$ cat src/hdl/sae_pkg.sv
`timescale 1ns / 1ps
`default_nettype none

package sae_pkg;

  localparam int Q_W    = 16;
  localparam int DVD_W  = 26;
  localparam int DVS_W  = 16;
  localparam int DCNT_W = 5;
  localparam int MUL_W  = 27;
  localparam int MPL_W  = 10;
  localparam int MCNT_W = 4;

  typedef struct packed {
    logic             start;
    logic             neg;
    logic [DVD_W-1:0] dividend;
    logic [DVS_W-1:0] divisor;
  } div_req_t;

  typedef struct packed {
    logic           done;
    logic [Q_W-1:0] quot;
  } div_rsp_t;

endpackage

`default_nettype wire

$ cat src/hdl/sae_div.sv
`timescale 1ns / 1ps
`default_nettype none

module sae_div
  import sae_pkg::*;
(
  input  wire logic     clk,
  input  wire logic     rst_n,
  input  wire div_req_t req,
  output div_rsp_t      rsp
);

  logic              busy_r;
  logic              done_r;
  logic [DCNT_W-1:0] cnt_r;
  logic [DVD_W-1:0]  dvd_r;
  logic [DVD_W-1:0]  dvd_nxt;
  logic [DVS_W-1:0]  dvs_r;
  logic [DVS_W-1:0]  rem_r;
  logic [DVS_W-1:0]  rem_nxt;
  logic              neg_r;
  logic [DVS_W:0]    trial;
  logic [DVS_W:0]    trial_sub;
  logic              trial_ge;
  logic [Q_W-1:0]    quot_sat;

  // one restoring step a cycle while busy: quotient bits enter the dividend register
  always_comb begin
    trial     = {rem_r, dvd_r[DVD_W-1]};
    trial_sub = trial - {1'b0, dvs_r};
    trial_ge  = (trial >= {1'b0, dvs_r});
    rem_nxt   = trial_ge ? trial_sub[DVS_W-1:0] : trial[DVS_W-1:0];
    dvd_nxt   = {dvd_r[DVD_W-2:0], trial_ge};
  end

  // saturate the signed quotient to Q8.8
  always_comb begin
    if (neg_r) begin
      if (dvd_r > DVD_W'(32768)) begin
        quot_sat = 16'h8000;
      end else begin
        quot_sat = Q_W'(-dvd_r[Q_W-1:0]);
      end
    end else begin
      if (dvd_r > DVD_W'(32767)) begin
        quot_sat = 16'h7FFF;
      end else begin
        quot_sat = dvd_r[Q_W-1:0];
      end
    end
  end

  always_ff @(posedge clk) begin
    if (!rst_n) begin
      busy_r <= 1'b0;
      done_r <= 1'b0;
      cnt_r  <= '0;
    end else begin
      done_r <= 1'b0;
      if (req.start) begin
        busy_r <= 1'b1;
        cnt_r  <= '0;
      end else if (busy_r) begin
        cnt_r <= cnt_r + DCNT_W'(1);
        if (cnt_r == DCNT_W'(DVD_W - 1)) begin
          busy_r <= 1'b0;
          done_r <= 1'b1;
        end
      end
    end
  end

  always_ff @(posedge clk) begin
    if (req.start) begin
      dvd_r <= req.dividend;
      dvs_r <= req.divisor;
      rem_r <= '0;
      neg_r <= req.neg;
    end else if (busy_r) begin
      dvd_r <= dvd_nxt;
      rem_r <= rem_nxt;
    end
  end

  assign rsp.done = done_r;
  assign rsp.quot = quot_sat;

endmodule

`default_nettype wire

$ cat src/hdl/speed_accel_estimator.sv
// Speed and acceleration estimator, signed Q8.8. Each input item is either a
// measurement (tuser 0) or a direct load of speed and acceleration (tuser 1),
// and each gives one result item with the speed and acceleration held after
// it. Loads and the first measurement after reset pass from accept through
// ST_OUT to the registered result. A later measurement runs a bit-serial
// multiply and a one-bit-per-cycle divide for the speed average, which ends
// there when elapsed_ms is zero; with elapsed_ms positive two more
// multiply/divide passes follow for the derivative and its average. All
// passes share one restoring divider. A new item is taken while
// the previous result still waits on the output. Configuration writes are
// always taken and belong in idle time.
`timescale 1ns / 1ps
`default_nettype none

module speed_accel_estimator
  import sae_pkg::*;
(
  input  wire logic        clk,
  input  wire logic        rst_n,
  input  wire logic        in_tvalid,
  output logic             in_tready,
  input  wire logic [47:0] in_tdata,   // speed_in[15:0], accel_in[31:16], elapsed_ms[47:32]
  input  wire logic        in_tuser,   // cmd[0]
  output logic             out_tvalid,
  input  wire logic        out_tready,
  output logic [31:0]      out_tdata,  // speed_out[15:0], accel_out[31:16]
  input  wire logic        cfg_valid,
  output logic             cfg_ready,
  input  wire logic [2:0]  cfg_index,
  input  wire logic [15:0] cfg_data
);

  localparam logic [2:0] ST_IDLE  = 3'd0;
  localparam logic [2:0] ST_MUL   = 3'd1;
  localparam logic [2:0] ST_DGO   = 3'd2;
  localparam logic [2:0] ST_DWAIT = 3'd3;
  localparam logic [2:0] ST_OUT   = 3'd4;

  localparam logic [1:0] PH_AVG = 2'd0;
  localparam logic [1:0] PH_DER = 2'd1;
  localparam logic [1:0] PH_ACC = 2'd2;

  localparam logic [2:0] REG_SPEED_MAX = 3'd0;
  localparam logic [2:0] REG_SPEED_MIN = 3'd1;
  localparam logic [2:0] REG_ACCEL_MAX = 3'd2;
  localparam logic [2:0] REG_DECEL_MAX = 3'd3;
  localparam logic [2:0] REG_SPEED_WGT = 3'd4;
  localparam logic [2:0] REG_ACCEL_WGT = 3'd5;

  localparam logic       CMD_LOAD  = 1'b1;
  localparam logic [MPL_W-1:0] MS_PER_S = MPL_W'(1000);

  logic signed [15:0] speed_max_r;
  logic signed [15:0] speed_min_r;
  logic [14:0]        accel_max_r;
  logic [14:0]        decel_max_r;
  logic [7:0]         speed_wgt_r;
  logic [7:0]         accel_wgt_r;

  logic [2:0]         state_r, state_nxt;
  logic [1:0]         ph_r, ph_nxt;
  logic               first_r, first_nxt;
  logic signed [15:0] speed_est_r, speed_est_nxt;
  logic signed [15:0] accel_est_r, accel_est_nxt;
  logic               out_valid_r, out_valid_nxt;
  logic [15:0]        out_speed_r, out_speed_nxt;
  logic [15:0]        out_accel_r, out_accel_nxt;
  logic signed [15:0] avg_r, avg_nxt;
  logic [15:0]        dt_r, dt_nxt;
  logic [MUL_W-1:0]   mcand_r, mcand_nxt;
  logic [MPL_W-1:0]   mplier_r, mplier_nxt;
  logic [MUL_W-1:0]   acc_r, acc_nxt;
  logic [MCNT_W-1:0]  mcnt_r, mcnt_nxt;

  logic signed [15:0] in_speed;
  logic signed [15:0] in_accel;
  logic signed [15:0] accel_lo;
  logic signed [15:0] accel_hi;
  logic signed [15:0] quot;
  logic signed [16:0] speed_diff;
  logic [MUL_W-1:0]   acc_mag;
  div_req_t           div_req;
  div_rsp_t           div_rsp;

  function automatic logic signed [15:0] clamp_q(input logic signed [15:0] v,
                                                 input logic signed [15:0] lo,
                                                 input logic signed [15:0] hi);
    logic signed [15:0] t;
    t = (v < hi) ? v : hi;
    return (t > lo) ? t : lo;
  endfunction

  assign in_speed = in_tdata[15:0];
  assign in_accel = in_tdata[31:16];
  assign accel_hi = {1'b0, accel_max_r};
  assign accel_lo = -$signed({1'b0, decel_max_r});
  assign quot     = div_rsp.quot;
  assign acc_mag  = acc_r[MUL_W-1] ? -acc_r : acc_r;
  assign speed_diff = {quot[15], quot} - {speed_est_r[15], speed_est_r};

  assign in_tready  = (state_r == ST_IDLE);
  assign out_tvalid = out_valid_r;
  assign out_tdata  = {out_accel_r, out_speed_r};
  assign cfg_ready  = 1'b1;

  always_comb begin
    div_req.start    = (state_r == ST_DGO);
    div_req.neg      = acc_r[MUL_W-1];
    div_req.dividend = acc_mag[DVD_W-1:0];
    case (ph_r)
      PH_AVG:  div_req.divisor = DVS_W'(speed_wgt_r) + DVS_W'(1);
      PH_DER:  div_req.divisor = dt_r;
      default: div_req.divisor = DVS_W'(accel_wgt_r) + DVS_W'(1);
    endcase
  end

  always_comb begin
    state_nxt     = state_r;
    ph_nxt        = ph_r;
    first_nxt     = first_r;
    speed_est_nxt = speed_est_r;
    accel_est_nxt = accel_est_r;
    out_valid_nxt = out_valid_r;
    out_speed_nxt = out_speed_r;
    out_accel_nxt = out_accel_r;
    avg_nxt       = avg_r;
    dt_nxt        = dt_r;
    mcand_nxt     = mcand_r;
    mplier_nxt    = mplier_r;
    acc_nxt       = acc_r;
    mcnt_nxt      = mcnt_r;

    if (out_valid_r && out_tready) begin
      out_valid_nxt = 1'b0;
    end

    unique case (state_r)
      ST_IDLE: begin
        if (in_tvalid) begin
          dt_nxt = in_tdata[47:32];
          if (in_tuser == CMD_LOAD) begin
            speed_est_nxt = in_speed;
            accel_est_nxt = in_accel;
            state_nxt     = ST_OUT;
          end else if (first_r) begin
            speed_est_nxt = clamp_q(in_speed, speed_min_r, speed_max_r);
            accel_est_nxt = '0;
            first_nxt     = 1'b0;
            state_nxt     = ST_OUT;
          end else begin
            ph_nxt     = PH_AVG;
            mcand_nxt  = MUL_W'(speed_est_r);
            mplier_nxt = MPL_W'(speed_wgt_r);
            acc_nxt    = MUL_W'(in_speed);
            mcnt_nxt   = '0;
            state_nxt  = ST_MUL;
          end
        end
      end
      ST_MUL: begin
        if (mplier_r[0]) begin
          acc_nxt = acc_r + mcand_r;
        end
        mcand_nxt  = {mcand_r[MUL_W-2:0], 1'b0};
        mplier_nxt = {1'b0, mplier_r[MPL_W-1:1]};
        mcnt_nxt   = mcnt_r + MCNT_W'(1);
        if (mcnt_r == MCNT_W'(MPL_W - 1)) begin
          state_nxt = ST_DGO;
        end
      end
      ST_DGO: begin
        state_nxt = ST_DWAIT;
      end
      ST_DWAIT: begin
        if (div_rsp.done) begin
          case (ph_r)
            PH_AVG: begin
              avg_nxt = quot;
              if (dt_r == '0) begin
                speed_est_nxt = clamp_q(quot, speed_min_r, speed_max_r);
                state_nxt     = ST_OUT;
              end else begin
                ph_nxt     = PH_DER;
                mcand_nxt  = MUL_W'(speed_diff);
                mplier_nxt = MS_PER_S;
                acc_nxt    = '0;
                mcnt_nxt   = '0;
                state_nxt  = ST_MUL;
              end
            end
            PH_DER: begin
              ph_nxt     = PH_ACC;
              mcand_nxt  = MUL_W'(accel_est_r);
              mplier_nxt = MPL_W'(accel_wgt_r);
              acc_nxt    = MUL_W'(quot);
              mcnt_nxt   = '0;
              state_nxt  = ST_MUL;
            end
            default: begin
              accel_est_nxt = clamp_q(quot, accel_lo, accel_hi);
              speed_est_nxt = clamp_q(avg_r, speed_min_r, speed_max_r);
              state_nxt     = ST_OUT;
            end
          endcase
        end
      end
      ST_OUT: begin
        if (!out_valid_r || out_tready) begin
          out_valid_nxt = 1'b1;
          out_speed_nxt = speed_est_r;
          out_accel_nxt = accel_est_r;
          state_nxt     = ST_IDLE;
        end
      end
      default: begin
        state_nxt = ST_IDLE;
      end
    endcase
  end

  always_ff @(posedge clk) begin
    if (!rst_n) begin
      state_r     <= ST_IDLE;
      ph_r        <= PH_AVG;
      first_r     <= 1'b1;
      speed_est_r <= '0;
      accel_est_r <= '0;
      out_valid_r <= 1'b0;
    end else begin
      state_r     <= state_nxt;
      ph_r        <= ph_nxt;
      first_r     <= first_nxt;
      speed_est_r <= speed_est_nxt;
      accel_est_r <= accel_est_nxt;
      out_valid_r <= out_valid_nxt;
    end
  end

  always_ff @(posedge clk) begin
    out_speed_r <= out_speed_nxt;
    out_accel_r <= out_accel_nxt;
    avg_r       <= avg_nxt;
    dt_r        <= dt_nxt;
    mcand_r     <= mcand_nxt;
    mplier_r    <= mplier_nxt;
    acc_r       <= acc_nxt;
    mcnt_r      <= mcnt_nxt;
  end

  always_ff @(posedge clk) begin
    if (!rst_n) begin
      speed_max_r <= 16'sd5120;
      speed_min_r <= '0;
      accel_max_r <= 15'd512;
      decel_max_r <= 15'd256;
      speed_wgt_r <= '0;
      accel_wgt_r <= '0;
    end else if (cfg_valid) begin
      unique case (cfg_index)
        REG_SPEED_MAX: speed_max_r <= cfg_data;
        REG_SPEED_MIN: speed_min_r <= cfg_data;
        REG_ACCEL_MAX: accel_max_r <= cfg_data[14:0];
        REG_DECEL_MAX: decel_max_r <= cfg_data[14:0];
        REG_SPEED_WGT: speed_wgt_r <= cfg_data[7:0];
        REG_ACCEL_WGT: accel_wgt_r <= cfg_data[7:0];
        default: begin
          // drop writes to unused indexes
        end
      endcase
    end
  end

  sae_div u_div (
    .clk   (clk),
    .rst_n (rst_n),
    .req   (div_req),
    .rsp   (div_rsp)
  );

endmodule

`default_nettype wire
$ cat config.mk
export PLATFORM = sky130hd
export DESIGN_NAME = speed_accel_estimator
export DESIGN_NICKNAME = d
export VERILOG_FILES = /design/src/hdl/sae_pkg.sv /design/src/hdl/sae_div.sv /design/src/hdl/speed_accel_estimator.sv
export SDC_FILE = /design/constraint.sdc
export NUM_CORES = 1
export LEC_CHECK = 0
export BUFFER_PORTS_ARGS = -buffer_cell sky130_fd_sc_hd__buf_4
export CORE_MARGIN = 2
export CORE_UTILIZATION = 45
export DETAILED_ROUTE_END_ITERATION = 12
export SYNTH_ARGS = -nofsm -noshare
export SYNTH_HDL_FRONTEND = slang
export SYNTH_HIERARCHICAL = 1
export SYNTH_SLANG_ARGS = --single-unit
$ cat constraint.sdc
create_clock -name clk -period 7.6 [get_ports clk]
set_input_delay 1.14 -clock clk [delete_from_list [all_inputs] [get_ports clk]]
set_output_delay 1.14 -clock clk [all_outputs]
set_load 0.01 [all_outputs]
# Word level (Yosys, flattened, before mapping)
# Index checks and enable logic that the tools add are counted.
[word_totals] reg_bits=315 latchBits=0 ram_bits=0 rom_bits=0 input_bits=73 output_inout_bits=35 word_cells=186 n_memories=0
[classes] add_sub_neg=10 multipliers=0 div=0 order_cmp=11 n_eq_ne=25 n_shift=0 muxes=81 bitwise=3 reduce_logical=29
[ops] operator="$mux W16" n=22
[ops] operator="$mux W27" n=11
[ops] operator="$pmux W27 S3" n=2
[ops] operator="$pmux W16 S2" n=4
[ops] operator="$pmux W27 S2" n=2
[ops] operator="$mux W26" n=3
[ops] operator="$gt A16 B16 Y1" n=4
[ops] operator="$lt A16 B16 Y1" n=4
[ops] operator="$mux W10" n=5
[ops] operator="$pmux W10 S3" n=1
[ops] operator="$add A27 B27 Y27" n=1
[ops] operator="$gt A26 B15 Y1 const B" n=1
[ops] operator="$gt A26 B16 Y1 const B" n=1
[ops] operator="$neg A26 Y26" n=1
[ops] operator="$mux W3" n=7
[ops] operator="$mux W4" n=5
[ops] operator="$pmux W10 S2" n=1
[ops] operator="$add A8 B1 Y9 const B" n=2
[ops] operator="$ge A17 B16 Y1" n=1
[ops] operator="$sub A16 B16 Y17" n=1
[ops] operator="$logic_not A16 Y1" n=1
[ops] operator="$ne A2 B2 Y1 const B" n=8
[ops] operator="$neg A15 Y16" n=1
[ops] operator="$neg A16 Y16" n=1
[ops] operator="other kinds (36)" n=69

# Longest topological paths before layout
[logic_depth] ltp_word=11 mapped_depth=34 mapped_depth_nobuf=29

# Hierarchy
# Netlist, hierarchy kept.
[by_module_without_submodules] mod="speed_accel_estimator" n_inst=1 cells_per_inst=1983 area_each_um2=17176.5 seq_area_each_um2=6306.0
[by_module_without_submodules] mod="sae_div" n_inst=1 cells_per_inst=420 area_each_um2=4027.6 seq_area_each_um2=1751.7

# Least setup slack after synthesis
# Ideal clock, no wire load.
[synth_timing] path_type="register -> register" start="register u_div.dvd_r[0]" end="register accel_est_r[1]" setup_time_ns=0.070 t_arrival_ns=6.998 path_slack_ns=0.532 stages_incl_launch_ff=30 n_path_buf=5 cell_sequence="edfxtp_1 inv_1 ha_1 nor3b_1 nand3_1 o41ai_2 nand4_2 and2_4 buf_6 a311oi_1 ha_1 a21o_1 a211o_1 a41oi_1 a21oi_1 ha_1 clkbuf_1 buf_1 mux2_2 ha_1 or4b_1 a2111oi_0 o21ai_0 o21ai_1 buf_2 buf_2 nor2_1 a211oi_1 a21oi_1 a21oi_1"
[synth_rtl] item="start: declaration" line_no="sae_div.sv:16" source="logic [DVD_W-1:0] dvd_r;"
[synth_rtl] item="start signal: assignment" line_no="sae_div.sv:75" source="dvd_r <= req.dividend;"
[synth_rtl] item="start signal: assignment" line_no="sae_div.sv:80" source="dvd_r <= dvd_nxt;"
[synth_rtl] item="end signal: assignment" line_no="speed_accel_estimator.sv:234" source="accel_est_r <= accel_est_nxt;"
[synth_rtl] item="end: declaration" line_no="speed_accel_estimator.sv:64" source="logic signed [15:0] accel_est_r, accel_est_nxt;"

==> results.md <==
* Area grow syn2layout at 12.9%
* Initial antenna violation count at 0
* Vias in the first global route at 17900
* Most used routing layer: met2
* Commonest non-fill, non-tap cell in the layout: nand2_1
* Fin. max-slew vios at 0
* Final Setup Violations at 0
* DRC at 0
* Mapped Cells at 2403
* Internal power at 3790 uW
* CP Launch Type: flip-flop
* Die ar. at 48900 um2
* Slowest stage cell, crit path: or4b_1
* Final core utilization at 51.4%
* Post-route cell area at 23900 um2
* FP Rows at 79
* Post-synth EDFFs at 175
* Rel. slew slack at 12.1%
* Synth top area cells: edfxtp_1 25%, dfxtp_1 13%, ha_1 11%, nand2_1 6.8%, a21oi_1 5.4%
* Final Hold Fails at 0
* First-pass DRT Iterations at 5
* Clock latency on the worst-skew pair at 580 ps
* GPL Wtd Cong at 0.927
* Number of buffers created by CTS at 38
* RSZ-0062 raised after global routing: false
* VDD IR max at 0.000192 V
* GRT Util Overall at 28.6%
* Leak at 0.00944 uW
* Hold_sp: accel_wgt_r[5]
* Register area share after synthesis at 38.0%
* Reg power frac at 39.0%
* Logic pwr share at 28.3%
* WP data required at 8010 ps
* Commonest register cell after synthesis: edfxtp_1
* Largest net degree at the start of global routing at 82
* GR Util met2 at 46.1%
* Critical path endpoint category: flip-flop
* #FFs+latches synth at 315
* Cell taking the most area after synthesis: edfxtp_1
* CTS tree: done
* Total vias in the final route at 18700
* First-pass GRT wire length at 108000 um
* Final WL at 71600 um
* Critical R2R Launch: u_div/dvd_r[1]
* Most frequent cells in the layout: 384 x nand2_1, 226 x a21oi_1, 190 x ha_1
* CTS clock-pin slew for the worst setup and hold paths at 70 ps
* Syn_nets at 2669
* Max-Cap Viols at 0
* Chip Height at 221 um
* Power Dens Cells at 240 nW/um2
* Average cell area after synthesis at 8.82 um2
* Tmin final at 7030 ps
* Fmax at 142 MHz
* Flop-to-flop setup slack at 570 ps
* Crit Reg-Reg Endpoint: accel_est_r[8]
* CTS max path bufs at 3
* Library cells used by synthesis at 90
* DR WL/cell at 23.0 um
* Clock power share at 32.7%
* Net Sw Frac at 34.1%
* Met3 usage at 4.61%
* Hold Path End: accel_wgt_r[5]
* IO Count at 108
* Post-Layout Cell Count at 3110
* Net switching power at 1960 uW
* Placed cell count at 3042
* Sinks on Clock Net at 315
* R2R cell count at 26
* Worst Clk Skew at 27.2 ps
* Fin crit share at 92.5%
* Crit-path max cell delay at 550 ps
* Slew @ Worst Pin at 1320 ps
* Critical path type: flip-flop to flip-flop
* 1st-iter DRT viols at 1722
* Root buf cell: clkbuf_16
* Dpl hpwl at 53400 um
* Worst min path class: flip-flop to flip-flop
* Post-synth ARST share at 0%
* Layout net count at 2741
* Htree depth at 2
* Total gr overflow at 0
* PortBufs at 106
* Critical Path AT at 7440 ps
* Status: complete, no violations
* Vias per inst at 6.02
* Worst hold stages at 2
* Worst hold margin at 473 ps
* Die Wd at 221 um
* Met1 capacity usage during global routing at 37.9%
* Share of cells above drive strength 1 at 12.8%
* Most frequent CP cell: ha_1
* Setup tns final at 0 ps
* Yosys Warn Count at 6
* Mapped Area at 21200 um2
* Initial Util at 45.5%
* Post-route ant nets at 0
* CP max FO at 11
* Diode count at 0
* Placed cell area at 22700 um2
* Yosys top cell area share at 24.8%
* Core Footprint at 46600 um2
metal layers:
layer  part of all wire [%]  up-vias
met3                    7.5      141
met5                      0        -
met1                     43     8948
li1                       -     8909
met2                     46      735
met4                    4.4        0
final cells by class:
type | instances | area, um2
fillers | 4383 | 22600
multi-input cells | 1844 | 12300
flip-flops and latches | 315 | 8060
repair buffers | 148 | 1110
clock buffers | 48 | 1090
well taps | 607 | 759
inverters | 128 | 480
clock inverters | 20 | 175
power groups by stage:
stage	clock, uW	sequential, uW	combinational, uW
6_report	1880	2240	1620
5_1_grt	1970	2260	1790
4_1_cts	1910	2240	1610
3_5_place_dp	0	2270	1600
3_3_place_gp	0	2270	1570
2_1_floorplan	0	2180	1160
what timing repair did:
| action | in CTS | in global routing |
|---|---|---|
| hold endpoints to repair | 0 | 0 |
| setup buffers | 0 | 0 |
| hold buffers | 0 | 0 |
| setup endpoints to repair | 0 | 32 |
| resized for setup | 0 | 4 |
kinds of logic after synthesis:
| family | synth area share (%) |
|---|---|
| AOI/OAI and AO/OA | 20.4 |
| xor gates and xnor gates | 3.92 |
| adders and majority gates | 11.5 |
| buffers and inverters | 4.47 |
| DFF | 38.0 |
| muxes | 4.63 |
| other | 0.0177 |
| and+or+nand+nor | 17.0 |
sequential cells by signal, summed over array words and instances, names as in the netlist, 10 cells and up:
signal	count
u_div/dvs_r	16
avg_r	16
decel_max_r	15
accel_max_r	15
speed_est_r	16
out_speed_r	16
mplier_r	10
speed_max_r	16
dt_r	16
speed_min_r	16
mcand_r	27
out_accel_r	16
u_div/dvd_r	26
accel_est_r	16
acc_r	27
u_div/rem_r	16
how the worst max path moves through the flow:
stage,startpoint,endpoint,cells after the start
after floorplan,u_div/dvd_r[0],accel_est_r[1],29
after global placement,u_div/dvd_r[0],accel_est_r[8],29
after detailed placement,u_div/dvd_r[1],accel_est_r[8],29
after CTS,u_div/dvd_r[1],accel_est_r[8],29
after global routing,u_div/dvd_r[1],speed_est_r[1],26
final,u_div/dvd_r[1],accel_est_r[8],26
through the flow:
stage	power, uW	worst slack [ps]
after global routing	6020	48.1
after global placement	3840	625
after floorplan	3350	532
final	5740	567
after CTS	5750	290
after detailed placement	3870	334
synthesized netlist by cell type, types with 19 or more instances:
| master | instances |
|---|---|
| a211oi_1 | 21 |
| edfxtp_1 | 175 |
| a22oi_1 | 35 |
| a21oi_1 | 227 |
| ha_1 | 190 |
| inv_1 | 126 |
| nand2b_1 | 24 |
| o21ai_0 | 148 |
| a21o_1 | 30 |
| nor2b_1 | 21 |
| xnor2_1 | 70 |
| nand3_1 | 41 |
| mux2_2 | 64 |
| clkbuf_1 | 100 |
| nand4_1 | 23 |
| nor3_1 | 25 |
| o211ai_1 | 25 |
| mux2i_1 | 26 |
| xor2_1 | 25 |
| nand2_1 | 384 |
| and3_1 | 22 |
| and2_1 | 19 |
| nor2_1 | 155 |
| dfxtp_1 | 140 |
| o221ai_1 | 21 |
critical path: cells and delay by family (launching register included):
| family | cells | cell delay (ps) |
|---|---|---|
| AOI/OAI and AO/OA | 10 | 2140 |
| adders and majority gates | 4 | 1160 |
| buffers and inverters | 3 | 640 |
| DFF | 1 | 420 |
| muxes | 2 | 610 |
| and+or+nand+nor | 7 | 1890 |
No activity file was read; power rests on OpenSTA's default activity.
